$ cat config.mk
export PLATFORM = sky130hd
export DESIGN_NAME = coop_thread_round_robin_scheduler_unit
export DESIGN_NICKNAME = d
export VERILOG_FILES = /design/src/hw/rtl/ctrr_pkg.sv /design/src/hw/rtl/ctrr_ctrl.sv /design/src/hw/rtl/ctrr_datapath.sv /design/src/hw/rtl/coop_thread_round_robin_scheduler_unit.sv
export SDC_FILE = /design/constraint.sdc
export NUM_CORES = 1
export LEC_CHECK = 0
export BUFFER_PORTS_ARGS = -buffer_cell sky130_fd_sc_hd__buf_4
export CORE_ASPECT_RATIO = 1.25
export CORE_UTILIZATION = 65
export CTS_BUF_LIST = sky130_fd_sc_hd__clkbuf_4
export CTS_CLUSTER_DIAMETER = 40
export CTS_CLUSTER_SIZE = 8
export DETAILED_ROUTE_END_ITERATION = 16
export GPL_TIMING_DRIVEN = 1
export PLACE_DENSITY_LB_ADDON = 0.2
export SETUP_SLACK_MARGIN = 0.02
export SLEW_MARGIN = 20
export SYNTH_ARGS = -nofsm -noshare
export SYNTH_HDL_FRONTEND = slang
export SYNTH_SLANG_ARGS = --single-unit
$ cat constraint.sdc
create_clock -name aclk -period 6.4 [get_ports aclk]
set_input_delay 1.92 -clock aclk [delete_from_list [all_inputs] [get_ports aclk]]
set_output_delay 1.92 -clock aclk [all_outputs]
set_load 0.02 [all_outputs]
$ cat src/hw/rtl/ctrr_pkg.sv
// ----------------------------------------------------------------------------
// ctrr_pkg
// shared types and constants of the cooperative thread round-robin scheduler
// ----------------------------------------------------------------------------
package ctrr_pkg;

    localparam int MAX_THREADS = 16;
    localparam int ID_W        = 4;
    localparam int CNT_W       = 5;
    localparam int QIDX_W      = $clog2(MAX_THREADS);
    localparam int ACT_W       = 3;
    localparam int OUTC_W      = 2;

    typedef enum logic [1:0] {
        ST_DEAD   = 2'd0,
        ST_PAUSED = 2'd1,
        ST_READY  = 2'd2
    } thr_status_t;

    typedef enum logic [ACT_W-1:0] {
        ACT_CREATE   = 3'd0,
        ACT_KILL     = 3'd1,
        ACT_PAUSE    = 3'd2,
        ACT_WAKE     = 3'd3,
        ACT_SCHEDULE = 3'd4
    } action_t;

    typedef enum logic [OUTC_W-1:0] {
        OUTC_OK       = 2'd0,
        OUTC_FULL     = 2'd1,
        OUTC_DEADLOCK = 2'd2,
        OUTC_FINISHED = 2'd3
    } outcome_t;

    typedef struct packed {
        logic accept;
        logic walk;
        logic copy;
    } dp_cmd_t;

    typedef struct packed {
        logic sched_walk;
        logic walk_done;
        logic found;
        logic copy_done;
        logic out_valid;
    } dp_stat_t;

endpackage

$ cat src/hw/rtl/ctrr_ctrl.sv
// ----------------------------------------------------------------------------
// ctrr_ctrl
// sequencer: idle, queue prune walk and rotation copy
// ----------------------------------------------------------------------------
module ctrr_ctrl (
    input  logic              aclk,
    input  logic              aresetn,
    input  logic              s_valid,
    output logic              s_ready,
    input  logic              m_ready,
    input  ctrr_pkg::dp_stat_t stat,
    output ctrr_pkg::dp_cmd_t  cmd
);
    import ctrr_pkg::*;

    typedef enum logic [2:0] {
        S_IDLE = 3'b001,
        S_WALK = 3'b010,
        S_COPY = 3'b100
    } state_t;

    state_t state_reg;
    state_t state_next;

    assign s_ready    = (state_reg == S_IDLE) && (!stat.out_valid || m_ready);
    assign cmd.accept = s_valid && s_ready;
    assign cmd.walk   = (state_reg == S_WALK);
    assign cmd.copy   = (state_reg == S_COPY);

    always_comb begin
        state_next = state_reg;
        case (state_reg)
            S_IDLE: begin
                if (cmd.accept && stat.sched_walk) begin
                    state_next = S_WALK;
                end
            end
            S_WALK: begin
                if (stat.walk_done) begin
                    state_next = stat.found ? S_COPY : S_IDLE;
                end
            end
            S_COPY: begin
                if (stat.copy_done) begin
                    state_next = S_IDLE;
                end
            end
            default: state_next = S_IDLE;
        endcase
    end

    always_ff @(posedge aclk) begin
        if (!aresetn) begin
            state_reg <= S_IDLE;
        end else begin
            state_reg <= state_next;
        end
    end

endmodule

$ cat src/hw/rtl/ctrr_datapath.sv
// ----------------------------------------------------------------------------
// ctrr_datapath
// thread status table, circular run queue, counters and result register
// ----------------------------------------------------------------------------
module ctrr_datapath (
    input  logic                         aclk,
    input  logic                         aresetn,
    input  logic [ctrr_pkg::ACT_W-1:0]   s_action,
    input  logic [ctrr_pkg::ID_W-1:0]    s_thread_id,
    input  logic                         m_ready,
    output logic                         m_valid,
    output logic [ctrr_pkg::OUTC_W-1:0]  m_outcome,
    output logic [ctrr_pkg::ID_W-1:0]    m_chosen_id,
    output logic [ctrr_pkg::CNT_W-1:0]   m_alive_count,
    input  ctrr_pkg::dp_cmd_t            cmd,
    output ctrr_pkg::dp_stat_t           stat
);
    import ctrr_pkg::*;

    thr_status_t             status_reg [MAX_THREADS];
    logic [ID_W-1:0]         queue_reg  [MAX_THREADS];
    logic [QIDX_W-1:0]       head_reg,    head_next;
    logic [CNT_W-1:0]        len_reg,     len_next;
    logic [CNT_W-1:0]        created_reg, created_next;
    logic [CNT_W-1:0]        killed_reg,  killed_next;
    logic [CNT_W-1:0]        r_reg,       r_next;
    logic [CNT_W-1:0]        w_reg,       w_next;
    logic [QIDX_W-1:0]       k_reg,       k_next;
    logic [QIDX_W-1:0]       p_reg,       p_next;
    logic                    found_reg,   found_next;
    logic [ID_W-1:0]         chosen_reg,  chosen_next;
    logic                    ov_reg,      ov_next;
    logic [OUTC_W-1:0]       oc_reg,      oc_next;
    logic [ID_W-1:0]         oid_reg,     oid_next;

    logic [QIDX_W-1:0]       q_ra;
    logic [ID_W-1:0]         q_rd;
    logic                    q_we;
    logic [QIDX_W-1:0]       q_wa;
    logic [ID_W-1:0]         q_wd;
    logic [ID_W-1:0]         st_addr;
    thr_status_t             st_rd;
    logic                    st_we;
    logic [ID_W-1:0]         st_wa;
    thr_status_t             st_wd;
    logic                    main_dead;
    logic                    live;
    logic                    walk_done;
    logic                    copy_done;
    logic                    out_load;
    logic [OUTC_W-1:0]       out_code;
    logic [ID_W-1:0]         out_id;

    assign main_dead = (status_reg[0] == ST_DEAD);
    assign walk_done = (r_reg == len_reg);
    assign copy_done = (k_reg == p_reg);

    assign q_ra    = cmd.walk ? head_reg + r_reg[QIDX_W-1:0] : head_reg + k_reg;
    assign q_rd    = queue_reg[q_ra];
    assign st_addr = cmd.walk ? q_rd : s_thread_id;
    assign st_rd   = status_reg[st_addr];
    assign live    = ({1'b0, s_thread_id} < CNT_W'(MAX_THREADS)) && (st_rd != ST_DEAD);

    assign stat.sched_walk = (s_action == ACT_SCHEDULE) && !main_dead;
    assign stat.walk_done  = walk_done;
    assign stat.found      = found_reg;
    assign stat.copy_done  = copy_done;
    assign stat.out_valid  = ov_reg;

    always_comb begin
        head_next    = head_reg;
        len_next     = len_reg;
        created_next = created_reg;
        killed_next  = killed_reg;
        r_next       = r_reg;
        w_next       = w_reg;
        k_next       = k_reg;
        p_next       = p_reg;
        found_next   = found_reg;
        chosen_next  = chosen_reg;
        q_we         = 1'b0;
        q_wa         = head_reg + len_reg[QIDX_W-1:0];
        q_wd         = created_reg[ID_W-1:0];
        st_we        = 1'b0;
        st_wa        = s_thread_id;
        st_wd        = ST_READY;
        out_load     = 1'b0;
        out_code     = OUTC_OK;
        out_id       = '0;

        if (cmd.accept) begin
            out_load = 1'b1;
            case (s_action)
                ACT_CREATE: begin
                    if (created_reg >= CNT_W'(MAX_THREADS)) begin
                        out_code = OUTC_FULL;
                    end else begin
                        st_we        = 1'b1;
                        st_wa        = created_reg[ID_W-1:0];
                        st_wd        = ST_READY;
                        if (len_reg < CNT_W'(MAX_THREADS)) begin
                            q_we     = 1'b1;
                            len_next = len_reg + CNT_W'(1);
                        end
                        created_next = created_reg + CNT_W'(1);
                        out_id       = created_reg[ID_W-1:0];
                    end
                end
                ACT_KILL: begin
                    if (live) begin
                        st_we       = 1'b1;
                        st_wd       = ST_DEAD;
                        killed_next = killed_reg + CNT_W'(1);
                    end
                end
                ACT_PAUSE: begin
                    st_we = live;
                    st_wd = ST_PAUSED;
                end
                ACT_WAKE: begin
                    st_we = live;
                    st_wd = ST_READY;
                end
                ACT_SCHEDULE: begin
                    if (main_dead) begin
                        out_code = OUTC_FINISHED;
                    end else begin
                        out_load   = 1'b0;
                        r_next     = '0;
                        w_next     = '0;
                        found_next = 1'b0;
                    end
                end
                default: ;
            endcase
        end else if (cmd.walk) begin
            if (walk_done) begin
                len_next = w_reg;
                k_next   = '0;
                if (!found_reg) begin
                    out_load = 1'b1;
                    out_code = OUTC_DEADLOCK;
                end
            end else begin
                r_next = r_reg + CNT_W'(1);
                if (st_rd != ST_DEAD) begin
                    q_we   = 1'b1;
                    q_wa   = head_reg + w_reg[QIDX_W-1:0];
                    q_wd   = q_rd;
                    w_next = w_reg + CNT_W'(1);
                    if (st_rd == ST_READY && !found_reg) begin
                        found_next  = 1'b1;
                        p_next      = w_reg[QIDX_W-1:0];
                        chosen_next = q_rd;
                    end
                end
            end
        end else if (cmd.copy) begin
            // skipped entries and the chosen one go past the tail
            q_we   = 1'b1;
            q_wa   = head_reg + len_reg[QIDX_W-1:0] + k_reg;
            q_wd   = q_rd;
            k_next = k_reg + QIDX_W'(1);
            if (copy_done) begin
                head_next = head_reg + p_reg + QIDX_W'(1);
                out_load  = 1'b1;
                out_code  = OUTC_OK;
                out_id    = chosen_reg;
            end
        end

        ov_next  = out_load ? 1'b1 : (m_ready ? 1'b0 : ov_reg);
        oc_next  = out_load ? out_code : oc_reg;
        oid_next = out_load ? out_id : oid_reg;
    end

    always_ff @(posedge aclk) begin
        if (!aresetn) begin
            for (int i = 0; i < MAX_THREADS; i++) begin
                status_reg[i] <= ST_DEAD;
            end
            head_reg    <= '0;
            len_reg     <= '0;
            created_reg <= '0;
            killed_reg  <= '0;
            r_reg       <= '0;
            w_reg       <= '0;
            k_reg       <= '0;
            p_reg       <= '0;
            found_reg   <= 1'b0;
            ov_reg      <= 1'b0;
        end else begin
            if (st_we) begin
                status_reg[st_wa] <= st_wd;
            end
            head_reg    <= head_next;
            len_reg     <= len_next;
            created_reg <= created_next;
            killed_reg  <= killed_next;
            r_reg       <= r_next;
            w_reg       <= w_next;
            k_reg       <= k_next;
            p_reg       <= p_next;
            found_reg   <= found_next;
            ov_reg      <= ov_next;
        end
    end

    always_ff @(posedge aclk) begin
        if (q_we) begin
            queue_reg[q_wa] <= q_wd;
        end
        chosen_reg <= chosen_next;
        oc_reg     <= oc_next;
        oid_reg    <= oid_next;
    end

    assign m_valid       = ov_reg;
    assign m_outcome     = oc_reg;
    assign m_chosen_id   = oid_reg;
    assign m_alive_count = created_reg - killed_reg;

endmodule

$ cat src/hw/rtl/coop_thread_round_robin_scheduler_unit.sv
// ----------------------------------------------------------------------------
// coop_thread_round_robin_scheduler_unit
// round-robin scheduler for cooperative threads
// ----------------------------------------------------------------------------
// Input channel s_*: one beat carries an action (create, kill, pause, wake,
// schedule) and a target thread id. Result channel m_*: one beat per input
// beat, carrying outcome, chosen id and the live thread count.
// Create, kill, pause, wake, unknown codes and a finished schedule give their
// result in the cycle after acceptance. A schedule that runs walks the run
// queue once to drop dead threads and, when a ready thread is found, copies
// the skipped entries and the chosen one to the tail; with no ready thread
// (empty queue, deadlock) it ends after the walk.
// One item is in flight at a time. The next beat is taken in the cycle the
// previous result is taken, or at once while the result register is empty.
// A stalled receiver holds the result register and blocks new input.
// Reset marks all threads dead and empties the queue and counters.
// ----------------------------------------------------------------------------
module coop_thread_round_robin_scheduler_unit (
    input  logic                         aclk,
    input  logic                         aresetn,
    input  logic                         s_valid,
    output logic                         s_ready,
    input  logic [ctrr_pkg::ACT_W-1:0]   s_action,
    input  logic [ctrr_pkg::ID_W-1:0]    s_thread_id,
    output logic                         m_valid,
    input  logic                         m_ready,
    output logic [ctrr_pkg::OUTC_W-1:0]  m_outcome,
    output logic [ctrr_pkg::ID_W-1:0]    m_chosen_id,
    output logic [ctrr_pkg::CNT_W-1:0]   m_alive_count
);
    import ctrr_pkg::*;

    dp_cmd_t  cmd;
    dp_stat_t stat;

    ctrr_ctrl u_ctrl (
        .aclk    (aclk),
        .aresetn (aresetn),
        .s_valid (s_valid),
        .s_ready (s_ready),
        .m_ready (m_ready),
        .stat    (stat),
        .cmd     (cmd)
    );

    ctrr_datapath u_datapath (
        .aclk          (aclk),
        .aresetn       (aresetn),
        .s_action      (s_action),
        .s_thread_id   (s_thread_id),
        .m_ready       (m_ready),
        .m_valid       (m_valid),
        .m_outcome     (m_outcome),
        .m_chosen_id   (m_chosen_id),
        .m_alive_count (m_alive_count),
        .cmd           (cmd),
        .stat          (stat)
    );

endmodule

# Word level (Yosys, flattened, before mapping)
# Memory sizes are Yosys's and may differ from the RTL's.
# Cells that the tools add are included.
[totals] register_bits=52 ram_bits=96 in_bits=11 output_inout_bits=13 wordCells=176 memories=2
[memory_table] name="u_datapath.queue_reg" depth=16 width=4 read_ports=1 rd_ports_with_merged_regs=0 wr=1 line_no="ctrr_datapath.sv:21" source="logic [ID_W-1:0] queue_reg [MAX_THREADS];"
[memory_table] name="u_datapath.status_reg" depth=16 width=2 read_ports=2 rd_ports_with_merged_regs=0 wr=16 line_no="ctrr_datapath.sv:20" source="thr_status_t status_reg [MAX_THREADS];"
[classes] addsub=14 magnitude_cmp=2 eq_ne=19 muxes=91 bitwise=4 n_reduce_logical=30
[ops] operator="4-bit two-way mux" n=25
[ops] operator="5-bit two-way mux" n=15
[ops] operator="1-bit two-way mux" n=35
[ops] operator="5-bit by 1-bit adder with 5-bit output, second input constant" n=5
[ops] operator="4-bit adder" n=6
[ops] operator="2-bit two-way mux" n=8
[ops] operator="5-bit AND reduction" n=3
[ops] operator="2-bit nonzero test" n=7
[ops] operator="3-bit two-way mux" n=4
[ops] operator="3-bit AND reduction" n=4
[ops] operator="2-bit inequality test, second input constant" n=5
[ops] operator="3-bit by 2-bit equality test with 1-bit output, second input constant" n=3
[ops] operator="3-bit one-hot mux with 3 select lines" n=1
[ops] operator="4-bit by 1-bit adder with 4-bit output, second input constant" n=2
[ops] operator="2-bit by 1-bit inequality test with 1-bit output, second input constant" n=4
[ops] operator="2-bit one-hot mux with 2 select lines" n=2
[ops] operator="4-bit AND reduction" n=2
[ops] operator="3-bit by 1-bit equality test with 1-bit output, second input constant" n=2
[ops] operator="3-bit equality test, second input constant" n=2
[ops] operator="6-bit AND reduction" n=1
[ops] operator="5-bit equality test" n=1
[ops] operator="5-bit greater-or-equal comparator, second input constant" n=1
[ops] operator="1-bit logical AND" n=5
[ops] operator="5-bit less-than comparator, second input constant" n=1
[ops] operator="10 further kinds" n=16

# Longest topological paths before layout
# An unclocked memory read counts as a cell.
[logic_depth] word_depth=14 ltp_mapped=24 ltp_nobuf=17

# Hierarchy
# A second synthesis with hierarchy kept.
[hier_totals] cells_unflattened=747 area_unflattened_um2=8279.2
[modules_own_cells] module="ctrr_datapath" n_inst=1 cells_each=726 area_each_um2=8079.0 seq_area_each_um2=3963.8
[modules_own_cells] module="ctrr_ctrl" n_inst=1 cells_each=21 area_each_um2=200.2 seq_area_each_um2=60.1

# Worst setup path before layout
# Ideal clock, no wire load.
[synth_timing] kind="register to register" start="register u_ctrl.state_reg[1]" end="memory u_datapath.queue_reg[13][0], enable pin" setup_time_ns=0.382 arrival_ns=5.302 t_required_ns=6.018 setup_slack_ns=0.716 path_stages_with_launch=23 period_less_slack_ns=5.684 path_cell_list="dfxtp_1 buf_6 or3b_2 clkbuf_1 clkbuf_1 nand2_1 nand2_1 ha_1 inv_1 fa_1 buf_1 clkbuf_1 mux4_2 mux2i_1 mux2_4 o21a_4 buf_6 a2111oi_0 nor4_2 buf_2 a211oi_2 o221ai_1 a2111oi_1"
[synth_via] elab_chain_len=12 elab_cells_between_ends=22 classes_between="eq/ne: 3; mux: 14; reduce/logical: 3; memory: 2"
[synth_lines] element="from (decl)" line_no="ctrr_ctrl.sv:22" source="state_t state_reg;"
[synth_lines] element="from (signal assigned)" line_no="ctrr_ctrl.sv:56" source="state_reg <= state_next;"
[synth_lines] element="3-bit by 2-bit equality test with 1-bit output" line_no="ctrr_ctrl.sv:27" source="assign cmd.walk = (state_reg == S_WALK);"
[synth_lines] element="4-bit two-way mux" line_no="ctrr_datapath.sv:58" source="assign q_ra = cmd.walk ? head_reg + r_reg[QIDX_W-1:0] : head_reg + k_reg;"
[synth_lines] element="memory read 16 x 4 bit"
[synth_lines] element="4-bit two-way mux" line_no="ctrr_datapath.sv:60" source="assign st_addr = cmd.walk ? q_rd : s_thread_id;"
[synth_lines] element="memory read 16 x 2 bit"
[synth_lines] element="2-bit nonzero test" line_no="ctrr_datapath.sv:146" source="if (st_rd != ST_DEAD) begin"
[synth_lines] element="1-bit two-way mux" line_no="ctrr_datapath.sv:146"
[synth_lines] element="1-bit two-way mux" line_no="ctrr_datapath.sv:137" source="if (walk_done) begin"
[synth_lines] element="1-bit two-way mux" line_no="ctrr_datapath.sv:136" source="end else if (cmd.walk) begin"
[synth_lines] element="1-bit two-way mux" line_no="ctrr_datapath.sv:91" source="if (cmd.accept) begin"
[synth_lines] element="1-bit two-way mux" line_no="ctrr_datapath.sv:210" source="if (q_we) begin"
[synth_lines] element="1-bit two-way mux (not written as such)" line_no="ctrr_datapath.sv:211" source="queue_reg[q_wa] <= q_wd;"
[synth_lines] element="to (decl)" line_no="ctrr_datapath.sv:21"
# Several ways; a longest one is shown, not always the timed one.

# Worst setup path in the final report
[layout_timing] start="register u_ctrl.state_reg[1]" end="memory u_datapath.queue_reg[5][1], enable pin"
# The elaborated chain is that of the path after synthesis.

==> out/metrics.cfg <==
[clock_network]
root_buffer=clkbuf_4
postCtsHoldBufs=0
cts_tree=done
clock_latency_ns=0.56
cts.htree.levels=4
cts_max_path_buffers=2
clkTransAtPathRegs_ns=0.13
numCtsBuffers=17
clock-sinks=148

[timing]
min_period_ns=6.02
tightest_slew_ns=1.14
max_clock_freq_mhz=166
fin_setup_tns_ns=0
setup-violations-final=0
fin_skew_ns=0.0213
finalCritPeriodShare_pct=94.1
hold_violations=0
slew_headroom_pct=23.3
grt_setup_unrepaired=no
drv_slew=0

[synthesis]
synth_most_common_cell=edfxtp_1
syn_inst=701
synth_edf_count=106
synth-seq-area-share_pct=50.4
yosys_warnings=0
yosys-top-cells-area=edfxtp_1, dfxtp_1, mux4_2
synth-seq-cells=148
synthTopCellsByCount=edfxtp_1, nor2_1, dfxtp_1, nand2_1, a21oi_1
synth.distinct_cells=71
syn_area_sq_mm=0.00799
syn_nets=744
syn_area_per_cell_sq_um=11.4
synth_top_area_share_pct=39.9
synthFlopType=edfxtp_1
synth_top_cell_by_area=edfxtp_1
ys_async_sr_fraction_pct=0

[layout]
largest_reg_flops=64
syn_to_final_growth_pct=8.90
layout-drive-gt1-share_pct=17.5
antenna_cells=0
stdcell_area_sq_mm=0.00870
fin_nets=778
final_core_util_pct=73.8

[routing]
drt_wl_total_um=19000
drc=0
viasPerCell=6.50
drt-initial-drc-count=458
wire_per_inst_um=20.9
vias=5907
drtPass1Iterations=6
postRouteAntennaNets=0

[worst_setup_path]
crit_path_max_fanout=17
arrival_ns=6.23
crit_top_cell=nand2_1
cp-end-kind=flop
crit_slowest_cell=fa_2
crit_type=flop to flop
slowest_delay_ns=0.75
cp-start-kind=flop
r2r-start=u_ctrl.state_reg[1]
cp_cell_sequence=nor3b_4, nand2_1, nand2_1, ha_1, inv_1, fa_2, mux4_2, mux2_2, nand2_1, mux2i_4, or2_1, mux2i_1, a2111oi_0, nor4_2, buf_4, a211oi_2, o32ai_1, a2111oi_2
setup.worst_path.start=u_ctrl.state_reg[1]
critical_path_required_ns=6.61

[grt]
gr-total-overflow=0
grt_pass1_wl_um=30100
grt.total_usage_pct=31.7
antenna_found_initial=0
grt_pass1_vias=5824
grt_start_max_net_pins=32

[placed_design]
hpwl_um=14000
post_dp_cell_area_sq_mm=0.00836
gp_congestion=0.986
io_buffers=23

[flow_run]
drv_cap=0

[hold_path]
min_path_type=flop to flop
hp-start=u_datapath.killed_reg[4]

[power_and_ir_drop]
power-per-cell-area_mw_per_mm2=220
p_leak_nw=3.23
combPwrFrac_pct=13.0
switching_power_mw=0.561
pwr-share-seq_pct=55.8
internal_power_mw=1.35
p_sw_share_pct=29.3
ir_drop_mv=0.139
clkPwrFrac_pct=31.1

[die]
initial_core_util_pct=67.8
die_y_um=126
dieWidth_um=101
die-area_sq_mm=0.0127
rows=44
ioPinCount=24
core_sq_mm=0.0118

[run_status]
status=finished, final reports clean

placed cells by master (no fill, tap or decap), types with 8 or more instances in the layout:
cell	synthesis	routed
o21a_1	10	10
a21oi_1	35	35
mux2i_1	29	29
nor3_1	20	16
buf_4	0	46
xor2_1	12	12
mux2_2	8	8
edfxtp_1	106	106
nand3b_1	9	9
mux4_2	16	16
inv_1	31	31
nand4_1	9	9
dfxtp_1	42	42
nand2_1	41	41
o21ai_0	32	32
xnor2_1	23	23
a21o_1	10	10
nand3_1	16	16
nor2_1	81	81
a211oi_1	11	11
clkbuf_4	0	17
ha_1	26	26
cell type report:
class	count	area (sq um)
flip-flops and latches	148	4020
well taps	161	201
clock buffers	17	128
inverters	31	116
repair buffers	46	345
multi-input cells	491	3720
fillers	849	3090
clock inverters	15	164
power groups by stage:
stage          registers (mW)  logic, mW  clock network (mW)
2_1_floorplan            1.09      0.161                   0
3_3_place_gp             1.09      0.236                   0
3_5_place_dp             1.09      0.242                   0
4_1_cts                  1.07      0.243               0.604
5_1_grt                  1.07      0.265               0.637
6_report                 1.07      0.249               0.595
final timing paths:
kind	endpoint	slack, ns	cells past startpoint
worst max-delay path	u_datapath.queue_reg[5][1]	0.38	18
worst min-delay path	u_datapath.killed_reg[4]	0.50	2
worst max register to register	u_datapath.queue_reg[5][1]	0.38	18
worst min register to register	u_datapath.killed_reg[4]	0.50	2
timing repair:
| item | 4_1_cts | 5_1_grt |
|---|---|---|
| endpoints found under the setup margin | 0 | 68 |
| hold endpoints to repair | 0 | 0 |
| buffers inserted | 0 | 0 |
| resized for setup | 0 | 10 |
cell families (layout without fill, tap and decap cells):
| group | Yosys count | in the layout | share of synthesized area, % |
|---|---|---|---|
| AO/OA/AOI/OAI | 152 | 152 | 13.1 |
| XOR/XNOR | 36 | 36 | 4.14 |
| adder cells (fa/ha/maj) | 32 | 32 | 5.58 |
| buffers and inverters | 62 | 109 | 3.62 |
| flip-flops | 148 | 148 | 50.4 |
| multiplexers | 56 | 56 | 9.93 |
| AND/OR/NAND/NOR | 215 | 215 | 13.3 |
worst max-delay path: cells and delay by family, from the launching register on:
family	cells	cell delay, ns
compound gates	4	1.81
simple gates	6	1.22
mux	4	0.95
fa+ha+maj	2	0.91
flops	1	0.49
buf+inv	2	0.29
stage by stage:
| stage | worst slack, ns | hold WS [ns] | instances | total power, mW |
|---|---|---|---|---|
| 2_1_floorplan | 0.716 | 0.455 | 701 | 1.25 |
| 3_3_place_gp | 0.444 | 0.469 | 877 | 1.32 |
| 3_5_place_dp | 0.183 | 0.489 | 877 | 1.33 |
| 4_1_cts | 0.142 | 0.506 | 909 | 1.91 |
| 5_1_grt | 0.0822 | 0.518 | 909 | 1.97 |
| 6_report | 0.378 | 0.504 | 909 | 1.91 |
metal layers:
| metal | up-vias | routed length (um) | part of all wire [%] | GRT usage [%] |
|---|---|---|---|---|
| li1 | 2687 | - | - | - |
| met1 | 2904 | 7400 | 39 | 39.4 |
| met2 | 249 | 9730 | 51 | 54.1 |
| met3 | 67 | 1170 | 6.2 | 4.94 |
| met4 | 0 | 660 | 3.5 | 14.3 |
| met5 | - | 0 | 0 | 0 |
Note: power is estimated with default switching activity, not from simulation.
